[src/sv/i2cbl_pkg.sv]
// ============================================================================
// i2cbl_pkg: shared types and constants for the I2C bootloader frame parser
// Holds the phase and event encodings, the config reset values and the
// state and config structs passed between the top level and the step logic.
// ============================================================================
package i2cbl_pkg;

    localparam int unsigned ADDR_W  = 7;
    localparam int unsigned BYTE_W  = 8;
    localparam int unsigned WORD_W  = 16;
    localparam int unsigned CFG_IDX_W = 2;

    // Config register indexes
    localparam logic [CFG_IDX_W-1:0] CFG_DEVICE_ADDRESS = 2'd0;
    localparam logic [CFG_IDX_W-1:0] CFG_START_MARKER   = 2'd1;
    localparam logic [CFG_IDX_W-1:0] CFG_END_MARKER     = 2'd2;

    // Config reset values
    localparam logic [ADDR_W-1:0] RST_DEVICE_ADDRESS = 7'h70;
    localparam logic [BYTE_W-1:0] RST_START_MARKER   = 8'h01;
    localparam logic [BYTE_W-1:0] RST_END_MARKER     = 8'h17;

    typedef enum logic [3:0] {
        PH_IDLE   = 4'd0,
        PH_SOP    = 4'd1,
        PH_CMD    = 4'd2,
        PH_LEN_LO = 4'd3,
        PH_LEN_HI = 4'd4,
        PH_DATA   = 4'd5,
        PH_SUM_LO = 4'd6,
        PH_SUM_HI = 4'd7,
        PH_EOP    = 4'd8
    } t_phase;

    typedef enum logic [2:0] {
        EV_NONE    = 3'd0,
        EV_ADDR    = 3'd1,
        EV_SOP_ERR = 3'd2,
        EV_CMD     = 3'd3,
        EV_DATA    = 3'd4,
        EV_OK      = 3'd5,
        EV_BAD_EOP = 3'd6,
        EV_FIELD   = 3'd7
    } t_event;

    typedef struct packed {
        t_phase              phase;
        logic                rw;
        logic [BYTE_W-1:0]   cmd;
        logic [WORD_W-1:0]   length;
        logic [WORD_W-1:0]   seen;
        logic [WORD_W-1:0]   checksum;
    } t_frame_state;

    typedef struct packed {
        logic [ADDR_W-1:0] device_address;
        logic [BYTE_W-1:0] start_marker;
        logic [BYTE_W-1:0] end_marker;
    } t_cfg;

    typedef struct packed {
        t_event            kind;
        logic [WORD_W-1:0] index;
        logic              last;
    } t_step_result;

endpackage

[src/sv/i2cbl_step.sv]
// ============================================================================
// i2cbl_step: one parser step
// Combinational next state and event for one bus byte, from the current
// frame state and the config registers.
// ============================================================================
module i2cbl_step (
    input  i2cbl_pkg::t_frame_state           i_cur,
    input  i2cbl_pkg::t_cfg                   i_cfg,
    input  logic [i2cbl_pkg::BYTE_W-1:0]      i_bus_byte,
    input  logic                              i_after_start,
    output i2cbl_pkg::t_frame_state           o_nxt,
    output i2cbl_pkg::t_step_result           o_res
);

    logic [i2cbl_pkg::WORD_W-1:0] seen_inc;
    logic [i2cbl_pkg::WORD_W-1:0] len_full;

    assign seen_inc = i_cur.seen + 16'd1;
    assign len_full = {i_bus_byte, i_cur.length[i2cbl_pkg::BYTE_W-1:0]};

    always_comb begin
        o_nxt       = i_cur;
        o_res.kind  = i2cbl_pkg::EV_NONE;
        o_res.index = '0;
        o_res.last  = 1'b0;
        case (i_cur.phase)
            i2cbl_pkg::PH_SOP: begin
                if (i_bus_byte != i_cfg.start_marker) begin
                    o_res.kind  = i2cbl_pkg::EV_SOP_ERR;
                    o_nxt.phase = i2cbl_pkg::PH_IDLE;
                end else begin
                    o_nxt.phase = i2cbl_pkg::PH_CMD;
                end
            end
            i2cbl_pkg::PH_CMD: begin
                o_nxt.cmd   = i_bus_byte;
                o_res.kind  = i2cbl_pkg::EV_CMD;
                o_nxt.phase = i2cbl_pkg::PH_LEN_LO;
            end
            i2cbl_pkg::PH_LEN_LO: begin
                o_nxt.length = {8'd0, i_bus_byte};
                o_res.kind   = i2cbl_pkg::EV_FIELD;
                o_nxt.phase  = i2cbl_pkg::PH_LEN_HI;
            end
            i2cbl_pkg::PH_LEN_HI: begin
                o_nxt.length = len_full;
                o_nxt.seen   = '0;
                o_res.kind   = i2cbl_pkg::EV_FIELD;
                // zero length goes straight to the checksum
                o_nxt.phase  = (len_full == '0) ? i2cbl_pkg::PH_SUM_LO
                                                : i2cbl_pkg::PH_DATA;
            end
            i2cbl_pkg::PH_DATA: begin
                o_res.index = i_cur.seen;
                o_nxt.seen  = seen_inc;
                o_res.kind  = i2cbl_pkg::EV_DATA;
                if (seen_inc == i_cur.length) begin
                    o_res.last  = 1'b1;
                    o_nxt.phase = i2cbl_pkg::PH_SUM_LO;
                end
            end
            i2cbl_pkg::PH_SUM_LO: begin
                o_nxt.checksum = {8'd0, i_bus_byte};
                o_res.kind     = i2cbl_pkg::EV_FIELD;
                o_nxt.phase    = i2cbl_pkg::PH_SUM_HI;
            end
            i2cbl_pkg::PH_SUM_HI: begin
                o_nxt.checksum = {i_bus_byte, i_cur.checksum[i2cbl_pkg::BYTE_W-1:0]};
                o_res.kind     = i2cbl_pkg::EV_FIELD;
                o_nxt.phase    = i2cbl_pkg::PH_EOP;
            end
            i2cbl_pkg::PH_EOP: begin
                o_res.kind  = (i_bus_byte == i_cfg.end_marker) ? i2cbl_pkg::EV_OK
                                                               : i2cbl_pkg::EV_BAD_EOP;
                o_nxt.phase = i2cbl_pkg::PH_IDLE;
            end
            default: begin
                // idle: address match on a byte right after a start condition
                o_nxt.phase = i2cbl_pkg::PH_IDLE;
                if (i_after_start &&
                    (i_bus_byte[i2cbl_pkg::BYTE_W-1:1] == i_cfg.device_address)) begin
                    o_nxt.rw    = i_bus_byte[0];
                    o_res.kind  = i2cbl_pkg::EV_ADDR;
                    o_nxt.phase = i2cbl_pkg::PH_SOP;
                end
            end
        endcase
    end

endmodule

[src/sv/i2c_bootloader_frame_parser.sv]
// ============================================================================
// i2c_bootloader_frame_parser: bootloader frame parser on decoded I2C bytes
// Matches the device address, checks the start marker, collects command,
// length, payload, checksum and end marker, and reports one event per byte.
// ============================================================================
//
//  channel  | direction | handshake                | payload
//  ---------+-----------+--------------------------+------------------------------
//  in       | to block  | i_in_valid / o_in_stall  | i_bus_byte, i_after_start
//  out      | from blk  | o_out_valid / i_out_stall| o_event_kind .. o_frame_checksum
//  cfg      | to block  | i_cfg_we                 | i_cfg_index, i_cfg_data
//
//  Each accepted request is handled in the cycle it is taken; its event sits
//  in the output register the next cycle. One request per cycle unless the sink
//  stalls, set by the single output register (taken or emptying lets the next in).
//  o_in_stall is high only while a result waits and the sink stalls.
//  Reset (i_rst_n low, synchronous) clears the frame state, empties the
//  output register and loads the config reset values.
//
module i2c_bootloader_frame_parser (
    input  logic                                 i_clk,
    input  logic                                 i_rst_n,
    // config write port
    input  logic                                 i_cfg_we,
    input  logic [i2cbl_pkg::CFG_IDX_W-1:0]      i_cfg_index,
    input  logic [i2cbl_pkg::BYTE_W-1:0]         i_cfg_data,
    // input request channel
    input  logic                                 i_in_valid,
    output logic                                 o_in_stall,
    input  logic [i2cbl_pkg::BYTE_W-1:0]         i_bus_byte,
    input  logic                                 i_after_start,
    // result channel
    output logic                                 o_out_valid,
    input  logic                                 i_out_stall,
    output logic [2:0]                           o_event_kind,
    output logic [i2cbl_pkg::BYTE_W-1:0]         o_byte_value,
    output logic                                 o_direction_bit,
    output logic [i2cbl_pkg::BYTE_W-1:0]         o_command_code,
    output logic [i2cbl_pkg::WORD_W-1:0]         o_payload_length,
    output logic [i2cbl_pkg::WORD_W-1:0]         o_data_index,
    output logic                                 o_last_data,
    output logic [i2cbl_pkg::WORD_W-1:0]         o_frame_checksum
);

    // config registers
    i2cbl_pkg::t_cfg         r_cfg;
    // frame state, updated once per accepted request
    i2cbl_pkg::t_frame_state r_state;
    i2cbl_pkg::t_frame_state n_state;
    i2cbl_pkg::t_step_result step_res;

    // output register
    logic                              r_out_valid;
    i2cbl_pkg::t_event                 r_event;
    logic [i2cbl_pkg::BYTE_W-1:0]      r_byte;
    logic [i2cbl_pkg::WORD_W-1:0]      r_index;
    logic                              r_last;

    logic in_take;
    logic out_take;

    assign o_in_stall = r_out_valid & i_out_stall;
    assign in_take    = i_in_valid & ~o_in_stall;
    assign out_take   = r_out_valid & ~i_out_stall;

    i2cbl_step u_step (
        .i_cur         (r_state),
        .i_cfg         (r_cfg),
        .i_bus_byte    (i_bus_byte),
        .i_after_start (i_after_start),
        .o_nxt         (n_state),
        .o_res         (step_res)
    );

    // config writes; an unused index is dropped
    always_ff @(posedge i_clk) begin
        if (!i_rst_n) begin
            r_cfg.device_address <= i2cbl_pkg::RST_DEVICE_ADDRESS;
            r_cfg.start_marker   <= i2cbl_pkg::RST_START_MARKER;
            r_cfg.end_marker     <= i2cbl_pkg::RST_END_MARKER;
        end else if (i_cfg_we) begin
            case (i_cfg_index)
                i2cbl_pkg::CFG_DEVICE_ADDRESS: begin
                    r_cfg.device_address <= i_cfg_data[i2cbl_pkg::ADDR_W-1:0];
                end
                i2cbl_pkg::CFG_START_MARKER: begin
                    r_cfg.start_marker <= i_cfg_data;
                end
                i2cbl_pkg::CFG_END_MARKER: begin
                    r_cfg.end_marker <= i_cfg_data;
                end
                default: begin
                end
            endcase
        end
    end

    // frame state; the latched fields are visible on the outputs, so they reset too
    always_ff @(posedge i_clk) begin
        if (!i_rst_n) begin
            r_state.phase    <= i2cbl_pkg::PH_IDLE;
            r_state.rw       <= 1'b0;
            r_state.cmd      <= '0;
            r_state.length   <= '0;
            r_state.seen     <= '0;
            r_state.checksum <= '0;
        end else if (in_take) begin
            r_state <= n_state;
        end
    end

    // output valid: filled on a take, emptied when the sink takes it
    always_ff @(posedge i_clk) begin
        if (!i_rst_n) begin
            r_out_valid <= 1'b0;
        end else if (in_take) begin
            r_out_valid <= 1'b1;
        end else if (out_take) begin
            r_out_valid <= 1'b0;
        end
    end

    // per-event payload; the latched fields come straight from r_state,
    // which holds the after-step values while the result waits
    always_ff @(posedge i_clk) begin
        if (in_take) begin
            r_event <= step_res.kind;
            r_byte  <= i_bus_byte;
            r_index <= step_res.index;
            r_last  <= step_res.last;
        end
    end

    assign o_out_valid      = r_out_valid;
    assign o_event_kind     = r_event;
    assign o_byte_value     = r_byte;
    assign o_direction_bit  = r_state.rw;
    assign o_command_code   = r_state.cmd;
    assign o_payload_length = r_state.length;
    assign o_data_index     = r_index;
    assign o_last_data      = r_last;
    assign o_frame_checksum = r_state.checksum;

endmodule

[config.mk]
export PLATFORM = sky130hd
export DESIGN_NAME = i2c_bootloader_frame_parser
export DESIGN_NICKNAME = d
export VERILOG_FILES = /design/src/sv/i2cbl_pkg.sv /design/src/sv/i2cbl_step.sv /design/src/sv/i2c_bootloader_frame_parser.sv
export SDC_FILE = /design/constraint.sdc
export NUM_CORES = 1
export LEC_CHECK = 0
export ABC_AREA = 1
export BUFFER_PORTS_ARGS = -buffer_cell sky130_fd_sc_hd__buf_2
export CORE_ASPECT_RATIO = 0.5
export CORE_UTILIZATION = 35
export CTS_BUF_LIST = sky130_fd_sc_hd__clkbuf_16
export CTS_CLUSTER_DIAMETER = 50
export CTS_CLUSTER_SIZE = 12
export DETAILED_ROUTE_END_ITERATION = 16
export GPL_TIMING_DRIVEN = 0
export PLACE_DENSITY_LB_ADDON = 0.08
export SYNTH_ARGS = -nofsm -noshare
export SYNTH_HDL_FRONTEND = slang
export SYNTH_HIERARCHICAL = 1
export SYNTH_SLANG_ARGS = --single-unit
[constraint.sdc]
create_clock -name i_clk -period 3.32 [get_ports i_clk]
set_input_delay 0.332 -clock i_clk [delete_from_list [all_inputs] [get_ports i_clk]]
set_output_delay 0.332 -clock i_clk [all_outputs]
set_load 0.02 [all_outputs]
# --- Word level (Yosys, flattened, before mapping) ---
# Index checks and enable logic that the tools add are counted.
totals:
  memories: 0
  romBits: 0
  ff_bits: 113
  latchBits: 0
  output_inout_bits: 71
  ram_bits: 0
op_classes:
  mul: 0
  order_cmp: 0
  n_div: 0
  n_mux: 15
  n_reduce_logical: 20
  shift: 0
  n_eq_ne: 15
  bitwise: 8
  n_addsub: 1
ops:
  columns: ["operator", "count"]
  rows:
  - ["case mux 16 bit (2 select lines)", 3]
  - ["case mux 4 bit (8 select lines)", 1]
  - ["adder 16 x 1 -> 16 bit, second input constant", 1]
  - ["== test 16 bit", 1]
  - ["== test 4 x 3 -> 1 bit, second input constant", 4]
  - ["logical NOT 16 bit", 1]
  - ["AND reduction 2 bit", 8]
  - ["case mux 3 bit (5 select lines)", 1]
  - ["2-to-1 mux 2 bit", 5]
  - ["AND reduction 3 bit", 3]
  - ["== test 4 x 2 -> 1 bit, second input constant", 2]
  - ["== test 8 bit", 1]
  - ["inequality test 8 bit", 1]
  - ["nonzero test 2 bit", 4]
  - ["OR reduction 8 bit", 1]
  - ["== test 7 bit", 1]
  - ["inverter 1 bit", 5]
  - ["== test 4 x 1 -> 1 bit, second input constant", 1]
  - ["== test 4 bit, second input constant", 1]
  - ["2-to-1 mux 1 bit", 4]
  - ["2-to-1 mux 4 bit", 1]
  - ["OR reduction 4 bit", 1]
  - ["bitwise AND 1 bit", 3]
  - ["== test 2 x 1 -> 1 bit, second input constant", 1]
  - ["other kinds (4)", 4]

# --- Depth between registers and ports, before layout ---
depth:
  depth_word: 4
  ltp_mapped: 17
  ltp_nobuf: 17

# --- By module ---
# The synthesis kept the hierarchy.
modules_own_cells:
  columns: ["module", "cells_each", "area_each_um2", "n_inst"]
  rows:
  - ["i2c_bootloader_frame_parser", 548, 4787.1, 1]
  - ["i2cbl_step", 418, 2084.5, 1]

# --- Least setup slack after synthesis ---
# Ideal clock, no wire load.
synth_timing:
  path_kind: "flip-flop to flip-flop"
  start: "register r_out_valid, in the netlist o_out_valid"
  end: "register r_byte (netlist bit o_byte_value[0]), enable pin"
  period_less_slack_ns: 2.518
  required_ns: 2.907
  n_path_buf: 2
  path_slack_ns: 0.802
  arrival_time_ns: 2.105
  stages_incl_launch_ff: 6
  path_cell_list: "dfxtp_1 > nand2_2 > buf_4 > buf_2 > inv_2 > nor2_1"
synth_via:
  elab_chain_len: 3
synth_rtl:
  columns: ["item", "line", "text"]
  rows:
  - ["start: declaration", "i2c_bootloader_frame_parser.sv:53", "logic r_out_valid;"]
  - ["start signal: assignment", "i2c_bootloader_frame_parser.sv:115", "r_out_valid <= 1'b0;"]
  - ["start signal: assignment", "i2c_bootloader_frame_parser.sv:117", "r_out_valid <= 1'b1;"]
  - ["start signal: assignment", "i2c_bootloader_frame_parser.sv:119", "r_out_valid <= 1'b0;"]
  - ["bitwise AND 1 bit", "i2c_bootloader_frame_parser.sv:62", "assign o_in_stall = r_out_valid & i_out_stall;"]
  - ["via o_in_stall", "i2c_bootloader_frame_parser.sv:29", "output logic o_in_stall,"]
  - ["inverter 1 bit", "i2c_bootloader_frame_parser.sv:63", "assign in_take = i_in_valid & ~o_in_stall;"]
  - ["bitwise AND 1 bit", "i2c_bootloader_frame_parser.sv:63", null]
  - ["via in_take", "i2c_bootloader_frame_parser.sv:59", "logic in_take;"]
  - ["end signal: assignment", "i2c_bootloader_frame_parser.sv:128", "r_byte <= i_bus_byte;"]
  - ["end: declaration", "i2c_bootloader_frame_parser.sv:55", "logic [i2cbl_pkg::BYTE_W-1:0] r_byte;"]
# The timed path passes the listed nets, and every way through them passes these cells.
# A chain may end at the register's enable or synchronous reset.

# --- Worst setup path in the final report ---
layout_timing:
  start: "register r_state[16] (netlist name)"
  end: "register r_state[58] (netlist name)"
layout_via:
  elab_chain_len: 4
layout_rtl:
  columns: ["item", "line", "text"]
  rows:
  - ["start: declaration", "i2c_bootloader_frame_parser.sv:48", "i2cbl_pkg::t_frame_state r_state;"]
  - ["start signal: assignment", "i2c_bootloader_frame_parser.sv:108", "r_state <= n_state;"]
  - ["adder 16 x 1 -> 16 bit", "i2cbl_step.sv:18", "assign seen_inc = i_cur.seen + 16'd1;"]
  - ["== test 16 bit", "i2cbl_step.sv:57", "if (seen_inc == i_cur.length) begin"]
  - ["inequality test 2 x 1 -> 1 bit (no line)", null, null]
  - ["AND reduction 2 bit (no line)", null, null]
# Every way passes these cells.

==> results.json <==
{
  "outcome": "finished, final reports clean",
  "synthCells": 966,
  "vdd_drop_max_uv": 367.9,
  "cts_num_sinks": 113,
  "viasPerCell": 4.898,
  "hpwlAfterDp_mm": 16.54,
  "cts_hold_buf": 0,
  "drc": 0,
  "fin_crit_sh_pct": 69.63,
  "synth_edf_count": 28,
  "hold_start": "i_bus_byte[3]",
  "final_cell_area_sq_um": 8277,
  "crit_start": "r_state[16]",
  "yosys-top-cells-count": "nand2_1, nor2_1, dfxtp_1, a21oi_1, inv_1",
  "clockBufferDepth": 2,
  "ys_ff_latch": 113,
  "slowest_delay_ns": 0.44,
  "cts_tree": "done",
  "place_area_sq_um": 7659,
  "gr-total-overflow": 0,
  "cp_common_cell": "nand2_1",
  "fp.coreArea_sq_um": 18790,
  "setup_tns_ns": 0,
  "crit_fanout": 5,
  "hold_class": "in2reg",
  "dieArea_sq_um": 20230,
  "num_rows": 35,
  "final_net_count": 1101,
  "grt_pass1_vias": 6198,
  "power_density_nw_per_um2": 522.1,
  "grt_max_degree": 29,
  "r2r-start": "r_state[16]",
  "drtIter0Drc": 473,
  "clock_latency_ns": 0.42,
  "fin_crit_ns": 2.312,
  "grt_pass1_wl_mm": 35.36,
  "worstSetupPathType": "reg2reg",
  "syn_to_final_growth_pct": 20.45,
  "setup-violations-final": 0,
  "final_util_pct": 44.06,
  "cts_max_level": 4,
  "wirelength_mm": 22.24,
  "critPathArrivalTime_ns": 2.68,
  "rsz0062_at_grt": "false",
  "initial_core_util_pct": 36.58,
  "leakagePower_nw": 3.812,
  "root_buffer": "clkbuf_16",
  "die_h_um": 101.1,
  "clk_pin_slew_ns": 0.06,
  "yosys.area.top_type": "dfxtp_1",
  "vias": 6603,
  "cap_violations": 0,
  "ios": 95,
  "ys_seq_area_share_pct": 37.00,
  "synth_most_common_cell": "nand2_1",
  "fmax_ghz": 0.4326,
  "cp_cell_sequence": "ha_1, nand3_1, nor2_2, nand4_1, nand3_1, nand2_1, nor2_1, nand3_1, nor2_1, nand2_1, nand2_1, nand3b_1, nand2_1, nor2_1",
  "synth_cell_types": 39,
  "grt_antenna_before_repair": 0,
  "worst_setup_path_end_kind": "flip-flop",
  "critPathLaunchType": "flip-flop",
  "max_slew_margin_pct": 40.44,
  "required_ns": 3.69,
  "cts_buffers": 17,
  "yosysWarnings": 6,
  "synth.avg_cell_area_sq_um": 7.113,
  "synth_area_sq_um": 6872,
  "setup_ws_ns": 1.008,
  "hold_viol": 0,
  "async_flop_share_pct": 0,
  "worst_slew_pin_slew_ns": 0.8914,
  "fin_hold_ws_ns": 0.09504,
  "antenna_cells": 0,
  "cts_resized": 0,
  "ff2ff_setup_slack_ns": 1.01,
  "critPathSlowestCell": "dfxtp_1",
  "die_w_um": 200.2,
  "synth_nets": 991,
  "slew_viol_final": 0,
  "fin_skew_ns": 0.009235,
  "gp_congestion": 0.9238,
  "io_buffers": 91,
  "synth_top_area_share_pct": 24.76,
  "ant_nets": 0,
  "first_pass_iters": 5,
  "drive_gt1_share_pct": 22.50,
  "wl_per_cell_um": 16.50,
  "ys_dominant_reg_cell": "dfxtp_1",
  "pre_cts_ws_ns": 1.040,
  "track_usage_pct": 22.89,
  "post-cts-setup-buffers": 0,
  "yosys-top-cells-area": "dfxtp_1, edfxtp_1, nand2_1, nor2_1, nand3b_1"
}
[layout by cell type, fill, tap and decap left out, types with 17 or more instances in the layout]
cell type  count
clkbuf_16     17
inv_1         65
o21ai_0       45
nand3b_1      61
buf_4         49
nand3_1       59
nand2_1      218
buf_2        116
edfxtp_1      28
nand4_1       21
a21oi_1       68
dfxtp_1       85
nor2_1       130
[critical path, delay by kind of cell (launching register included)]
family	cells	cell delay, ns
flip-flops	1	0.44
AND/OR/NAND/NOR	13	1.56
adder cells (fa/ha/maj)	1	0.26
[state kept, by name (all words and copies together), names as in the netlist]
name / count
o_out_valid: 1
r_state: 20
r_cfg: 23
o_event_kind: 3
o_payload_length: 16
o_byte_value: 8
o_data_index: 16
o_command_code: 8
o_last_data: 1
o_frame_checksum: 16
o_direction_bit: 1
[where the power goes]
part	total, mW	switching (mW)	leakage [nW]	internal [mW]
Combinational	0.780	0.478	2.55	0.302
Clock	1.95	0.701	0.286	1.25
Sequential	1.59	0.0867	0.979	1.51
[per-layer routing]
layer | vias to the layer above | part of all wire [%] | GRT usage (%)
met3 | 18 | 5.0 | 3.717
met1 | 3062 | 51 | 33.08
met4 | 0 | 1.1 | 6.509
met5 | - | 0 | 0
li1 | 3359 | - | -
met2 | 164 | 43 | 34.99
[metrics by stage]
| stage | instances | total power, mW |
|---|---|---|
| floorplan | 966 | 2.160 |
| global placement | 1316 | 2.390 |
| detailed placement | 1316 | 2.396 |
| CTS | 1348 | 4.354 |
| global route | 1348 | 4.530 |
| finish | 1348 | 4.321 |
[worst paths after layout]
path                     endpoint  cells past startpoint
setup / recovery      r_state[58]                     14
hold / removal    o_byte_value[3]                      1
setup reg to reg      r_state[58]                     14
hold reg to reg          r_cfg[2]                      2
[kinds of logic after synthesis]
| family | after synthesis | share of synthesized area (%) |
|---|---|---|
| simple gates | 529 | 37.02 |
| flops | 113 | 37.00 |
| xor+xnor | 18 | 2.495 |
| compound gates | 135 | 10.27 |
| fa+ha+maj | 1 | 0.1821 |
| buf+inv | 170 | 13.04 |
[area by class of cell]
type                       instances  area (sq um)
fill                            1996         10510
multi-input combinational        683          3441
sequential                       113          2542
buffer                            91         594.3
timing repair buffer              91         455.4
clock buffer                      17         425.4
tap                              259         324.1
inverter                          79         301.5
clock inverter                    15         192.7
Note: power is estimated with default switching activity, not from simulation.
